===== src/sv/tach_pkg.sv =====
package tach_pkg;

    localparam int SAMPLE_BITS  = 16;
    localparam int CORDIC_STEPS = 16;

    localparam int SQ_W    = 2 * SAMPLE_BITS;
    localparam int RAD_W   = SQ_W + 16;
    localparam int ROOT_W  = RAD_W / 2;
    localparam int VEC_W   = SAMPLE_BITS + 12;
    localparam int ZACC_W  = 33;
    localparam int ANG_W   = ZACC_W - 16;
    localparam int CORDIC_LAT = CORDIC_STEPS + 2;
    localparam int DATA_IN_W  = 80;
    localparam int DATA_OUT_W = 48;

    localparam logic signed [ZACC_W-1:0] QUARTER_TURN = 33'sd589824000;
    localparam logic signed [ZACC_W-1:0] HALF_ANGLE_ONE = 33'sd32768;

    localparam logic signed [ZACC_W-1:0] ATAN_TAB [0:23] = '{
        33'sd294912000, 33'sd174096719, 33'sd91987925, 33'sd46694507,
        33'sd23437865, 33'sd11730358, 33'sd5866610, 33'sd2933484,
        33'sd1466764, 33'sd733385, 33'sd366693, 33'sd183346,
        33'sd91673, 33'sd45837, 33'sd22918, 33'sd11459,
        33'sd5730, 33'sd2865, 33'sd1432, 33'sd716,
        33'sd358, 33'sd179, 33'sd90, 33'sd45
    };

    localparam logic signed [15:0] DECL_RESET = 16'sd360;

    typedef struct packed {
        logic signed [SAMPLE_BITS-1:0] ax;
        logic signed [SAMPLE_BITS-1:0] ay;
        logic signed [SAMPLE_BITS-1:0] az;
        logic signed [SAMPLE_BITS-1:0] mx;
        logic signed [SAMPLE_BITS-1:0] my;
    } sample_t;

endpackage


===== src/sv/tach_cordic.sv =====
module tach_cordic (
    input  logic                               clk,
    input  logic                               en,
    input  logic signed [tach_pkg::VEC_W-1:0]  y_in,
    input  logic signed [tach_pkg::VEC_W-1:0]  x_in,
    output logic signed [tach_pkg::ANG_W-1:0]  angle
);
    import tach_pkg::*;

    logic signed [VEC_W-1:0]  x_reg [0:CORDIC_STEPS];
    logic signed [VEC_W-1:0]  y_reg [0:CORDIC_STEPS];
    logic signed [ZACC_W-1:0] z_reg [0:CORDIC_STEPS];
    logic                     zero_reg [0:CORDIC_STEPS];
    logic signed [ZACC_W-1:0] z_round;
    logic signed [ANG_W-1:0]  angle_reg;

    always_ff @(posedge clk)
    begin
        if (en)
        begin
            zero_reg[0] <= (x_in == '0) && (y_in == '0);
            if (x_in[VEC_W-1])
            begin
                if (!y_in[VEC_W-1])
                begin
                    x_reg[0] <= y_in;
                    y_reg[0] <= -x_in;
                    z_reg[0] <= QUARTER_TURN;
                end
                else
                begin
                    x_reg[0] <= -y_in;
                    y_reg[0] <= x_in;
                    z_reg[0] <= -QUARTER_TURN;
                end
            end
            else
            begin
                x_reg[0] <= x_in;
                y_reg[0] <= y_in;
                z_reg[0] <= '0;
            end
        end
    end

    for (genvar i = 0; i < CORDIC_STEPS; i++) begin : g_iter
        always_ff @(posedge clk)
        begin
            if (en)
            begin
                zero_reg[i+1] <= zero_reg[i];
                if (y_reg[i][VEC_W-1])
                begin
                    x_reg[i+1] <= x_reg[i] - (y_reg[i] >>> i);
                    y_reg[i+1] <= y_reg[i] + (x_reg[i] >>> i);
                    z_reg[i+1] <= z_reg[i] - ATAN_TAB[i];
                end
                else
                begin
                    x_reg[i+1] <= x_reg[i] + (y_reg[i] >>> i);
                    y_reg[i+1] <= y_reg[i] - (x_reg[i] >>> i);
                    z_reg[i+1] <= z_reg[i] + ATAN_TAB[i];
                end
            end
        end
    end

    assign z_round = z_reg[CORDIC_STEPS] + HALF_ANGLE_ONE;

    always_ff @(posedge clk)
    begin
        if (en)
        begin
            angle_reg <= zero_reg[CORDIC_STEPS] ? '0 : z_round[ZACC_W-1:16];
        end
    end

    assign angle = angle_reg;

endmodule

===== config.mk =====
export PLATFORM = sky130hd
export DESIGN_NAME = tach_cordic
export DESIGN_NICKNAME = d
export VERILOG_FILES = /design/src/sv/tach_pkg.sv /design/src/sv/tach_cordic.sv
export SDC_FILE = /design/constraint.sdc
export NUM_CORES = 2
export LEC_CHECK = 0
export BUFFER_PORTS_ARGS = -buffer_cell sky130_fd_sc_hd__buf_2
export CORE_ASPECT_RATIO = 0.9
export CORE_MARGIN = 5
export CORE_UTILIZATION = 51
export CTS_CLUSTER_SIZE = 12
export DETAILED_ROUTE_END_ITERATION = 6
export GPL_TIMING_DRIVEN = 0
export PLACE_DENSITY = 0.69
export SYNTH_ARGS = -nofsm -noshare
export SYNTH_HDL_FRONTEND = slang
export SYNTH_SLANG_ARGS = --single-unit

===== constraint.sdc =====
create_clock -name clk -period 4.45 [get_ports clk]
set_input_delay 0.2225 -clock clk [delete_from_list [all_inputs] [get_ports clk]]
set_output_delay 0.2225 -clock clk [all_outputs]
set_load 0.005 [all_outputs]

# --- Word-level counts from Yosys, hierarchy flattened ---
# Memory sizes are Yosys's and may differ from the RTL's.
# Index checks and enable logic that the tools add are counted.
op_classes:
  add_sub_neg: 98
  n_mul: 0
  div_mod_pow: 0
  order_cmp: 0
  n_eq_ne: 0
  shift: 0
  n_mux: 163
  n_bitwise: 54
  n_reduce_logical: 3
op_table:
  columns: ["op", "n"]
  rows:
  - ["28-bit 2-to-1 mux", 36]
  - ["33-bit 2-to-1 mux", 18]
  - ["1-bit 2-to-1 mux", 109]
  - ["33-bit by 17-bit adder with 33-bit output (second input constant)", 2]
  - ["28-bit by 13-bit adder with 28-bit output", 2]
  - ["28-bit by 14-bit adder with 28-bit output", 2]
  - ["28-bit by 15-bit adder with 28-bit output", 2]
  - ["28-bit by 16-bit adder with 28-bit output", 2]
  - ["28-bit by 17-bit adder with 28-bit output", 2]
  - ["28-bit by 18-bit adder with 28-bit output", 2]
  - ["28-bit by 19-bit adder with 28-bit output", 2]
  - ["28-bit by 20-bit adder with 28-bit output", 2]
  - ["28-bit by 21-bit adder with 28-bit output", 2]
  - ["28-bit by 22-bit adder with 28-bit output", 2]
  - ["28-bit by 23-bit adder with 28-bit output", 2]
  - ["28-bit by 24-bit adder with 28-bit output", 2]
  - ["28-bit by 25-bit adder with 28-bit output", 2]
  - ["28-bit by 26-bit adder with 28-bit output", 2]
  - ["28-bit by 27-bit adder with 28-bit output", 2]
  - ["28-bit logical NOT", 2]
  - ["28-bit negator", 2]
  - ["28-bit by 13-bit subtractor with 28-bit output", 2]
  - ["28-bit by 14-bit subtractor with 28-bit output", 2]
  - ["28-bit by 15-bit subtractor with 28-bit output", 2]
  - ["other kinds (47)", 113]
totals:
  ff_bits: 17
  latchBits: 0
  mem_bits_rw: 1530
  romBits: 0
  in_bits: 58
  out_inout_bits: 17
  wordCells: 323
  n_memories: 4
memory_table:
  columns: ["memory", "depth", "word_bits", "rd", "rd_ports_with_merged_regs", "write_ports", "line_no", "text"]
  rows:
  - ["z_reg", 17, 33, 17, 0, 17, "tach_cordic.sv:12", "logic signed [ZACC_W-1:0] z_reg [0:CORDIC_STEPS];"]
  - ["x_reg", 17, 28, 16, 0, 17, "tach_cordic.sv:10", "logic signed [VEC_W-1:0] x_reg [0:CORDIC_STEPS];"]
  - ["y_reg", 17, 28, 16, 0, 17, "tach_cordic.sv:11", "logic signed [VEC_W-1:0] y_reg [0:CORDIC_STEPS];"]
  - ["zero_reg", 17, 1, 17, 0, 17, "tach_cordic.sv:13", "logic zero_reg [0:CORDIC_STEPS];"]

# --- Longest topological paths before layout ---
depth:
  ltp_word: 6
  ltp_mapped: 21
  depth_no_buf: 21

# --- Worst setup path before layout ---
# Ideal clock, no wire load.
synth_timing:
  kind: "input to register"
  startpoint: "input en"
  endpoint: "memory x_reg[13][26] in the netlist's numbering (data pin)"
  t_arrival_ns: 4.639
  required_time_ns: 4.192
  slack_ns: -0.447
  path_stages: 18
  n_path_buf: 4
  path_cell_list: "clkbuf_1 > clkbuf_1 > nand2b_1 > clkbuf_1 > clkbuf_1 > o21ai_0 > fa_1 > a21o_1 > a21oi_1 > o21ai_1 > a2111oi_2 > nor3_1 > o21ai_1 > a31oi_1 > o41ai_1 > o21ai_0 > a21oi_1 > xnor2_1"
synth_lines:
  columns: ["element", "line_no", "text"]
  rows:
  - ["start, declared", "tach_cordic.sv:3", "input logic en,"]
  - ["end, declared", "tach_cordic.sv:10", null]

==> run_results.csv <==
group,metric,value,unit
global_route,grt_pass1_wl,469000,um
clock_tree,cts_buffers,153,
floorplanning,die_area,0.230,sq mm
synthesis,ys.warnings.count,0,
synthesis,syn_avg_cell_area,9.58,sq um
critical_path,cp_data_arrival_time,4.98,ns
global_route,grt_max_degree,76,
route,ant_nets,0,
clock_tree,clk_latency,0.81,ns
placed_design,port_buffers,73,
global_route,grt_pass1_vias,86600,
status,status,"finished with violations",
synthesis,synth.cells.most_frequent,"ha_1, edfxtp_1, a21oi_1, xnor2_1, nor2_1",
clock_tree,cts_buffer_depth,3,
floorplanning,initial_core_util,0.513,
placed_design,hpwl,234000,um
route,drtIter0Drc,7608,
critical_path,end_kind,"flop",
floorplanning,pin_count,75,
synthesis,ys.flop_type,"edfxtp_1",
timing,slew_viol_final,0,
synthesis,synth.cell_area,0.112,sq mm
critical_path,path_max_fanout,4,
layout,final_layout_size_suffix_gt1_frac,0.0853,
synthesis,yosys.area.top_type,"edfxtp_1",
route,drc_errors,0,
layout,fin_nets,13700,
placed_design,place_area,0.117,sq mm
min_path,hold_class,"in -> reg",
clock_tree,tritoncts,"done",
route,wire_per_inst,19.8,um
status,violations,"negative setup slack",
synthesis,ys_ff_latch,1327,
placed_design,place_congestion,0.963,
timing,setup_viol,1,
layout,design_area,0.127,sq mm
critical_path,worstSetupPathType,"reg -> reg",
synthesis,synth_edf_count,1327,
route,dr.pass1.iters,6,
synthesis,ys_types,97,
clock_tree,clk_pin_slew,0.06,ns
synthesis,yosys.area.top_type_share,0.355,
clock_tree,clockRootBuffer,"clkbuf_16",
synthesis,async_reset_ff_frac,0,
global_route,grt_usage,0.249,
global_route,antenna_found_initial,4,
floorplanning,num_rows,163,
clock_tree,cts_sinks,1327,
timing,slew_headroom,0.0406,
route,vias_per_cell,5.98,
route,routed_wl,302000,um
timing,fmax,0.225,GHz
floorplanning,fp.dieH,455,um
timing,hold_viol,0,
placed_design,place_worst_setup_slack,-4.25,ns
global_route,overflow,0,
synthesis,synth.most_common_cell,"ha_1",
timing,rsz0062_at_grt,"true",
layout,area_growth,12.9,%
timing,fin_crit,4.45,ns
timing,min_period_over_period,1.00,
layout,finalNonFillerCells,15300,
synthesis,netlist_instances,11700,
synthesis,synth.area.top_cells,"edfxtp_1, ha_1, xnor2_1",
synthesis,syn_nets,13200,
critical_path,worstSetupStartpointType,"flop",
timing,setup_slack,-0.000339,ns
placed_design,place_inst,14700,
synthesis,ys_seq_area_frac,0.355,
route,vias,91300,
floorplanning,coreArea,0.219,sq mm
layout,largest_register_ffs,467,
flow_run,cap_violations,0,
clock_tree,ctsHtreeMaxLevel,4,
critical_path,worstPathRequired,4.98,ns
floorplanning,die_w,505,um
timing,fin_skew,0.0282,ns
timing,finalSetupTns,-0.000339,ns
timing,worstMarginPinSlew,1.44,ns
==> through the flow <==
stage / hold WS, ns / util
2_1_floorplan: 0.335 / -
3_3_place_gp: 0.400 / 0.531
3_5_place_dp: 0.405 / 0.533
4_1_cts: 0.0700 / 0.566
5_1_grt: 0.135 / 0.579
6_report: 0.175 / 0.579
==> cells by family (layout without fill, tap and decap cells) <==
| logic type | after synthesis | after routing | synth area share |
|---|---|---|---|
| XOR/XNOR | 1614 | 1614 | 0.126 |
| other | 0 | 2 | 0 |
| buffers and inverters | 767 | 1394 | 0.0257 |
| flip-flops | 1327 | 1327 | 0.355 |
| AND/OR/NAND/NOR | 2980 | 2981 | 0.128 |
| AO/OA/AOI/OAI | 3615 | 3615 | 0.206 |
| adder cells (fa/ha/maj) | 1369 | 1369 | 0.155 |
| multiplexers | 62 | 62 | 0.00560 |
==> timing repair <==
action / in CTS / in global routing
endpoints found under the setup margin: 1138 / 181
setup buffers: 43 / 150
gates resized for setup: 314 / 372
pin swaps: 23 / 106
endpoints found under the hold margin: 91 / 0
gates cloned: 1 / 2
hold buffers: 84 / 0
==> worst paths after layout <==
path / start / end / slack [ns] / cells after the start
min: x_in[27] / y_reg[0][27] / 0.17 / 3
min reg2reg: zero_reg[0][1] / zero_reg[0][2] / 0.42 / 0
max: y_reg[9][13] / x_reg[10][27] / -0.0003 / 19
max reg2reg: y_reg[9][13] / x_reg[10][27] / -0.0003 / 19
==> worst max-delay path: stages (launching register included) <==
cell      delay, ns
edfxtp_1       0.48
nor3_4         0.29
nor3b_2        0.24
nand2_1        0.21
nor3_4         0.25
nor2_1         0.09
xnor2_1        0.24
ha_1           0.32
a21oi_2        0.21
o21bai_1       0.08
a21oi_1        0.21
nor2_1         0.09
o41ai_2        0.31
buf_4          0.19
a311oi_2       0.11
a21o_1         0.22
a21oi_1        0.21
o211ai_1       0.13
o21ai_1        0.14
xnor2_1        0.14
==> cells in the final DEF (no fill, tap or decap), types with 55 or more instances in the layout <==
cell type,count
edfxtp_1,1327
ha_1,1318
a21oi_1,1213
xnor2_1,1090
nor2_1,964
nand2_1,586
a21o_1,546
xor2_1,513
inv_1,507
o21ai_0,504
nor3_1,239
buf_4,200
nand3_1,200
nor2b_1,190
nand2b_1,173
o21a_1,166
o21bai_1,162
clkbuf_16,161
clkbuf_1,144
o21ai_1,101
nand4_1,101
o31ai_1,100
and3_1,85
dlygate4sd3_1,83
buf_2,81
a31oi_1,80
a21boi_0,78
a211oi_1,65
or3_1,61
nor4_1,59
mux2i_1,55
==> metal layers <==
metal / routed length [um] / part of all wire / global-route usage
met1: 138000 / 0.46 / 0.352
met2: 137000 / 0.45 / 0.402
met3: 18100 / 0.060 / 0.0318
met4: 9070 / 0.030 / 0.0774
met5: 0 / 0 / 0
==> layout make-up <==
type / count / area, sq um
fill: 18700 / 92300
timing repair buffer: 369 / 3150
clock inverter: 91 / 828
buffer: 227 / 1390
multi-input combinational: 9641 / 72100
clock buffer: 179 / 3990
tap: 2887 / 3610
inverter: 528 / 2020
antenna: 2 / 5.00
sequential: 1327 / 39800
Power is left out: the tool's default activity adds up to more than one toggle a clock period on the data nets, which glitch-free logic cannot reach.
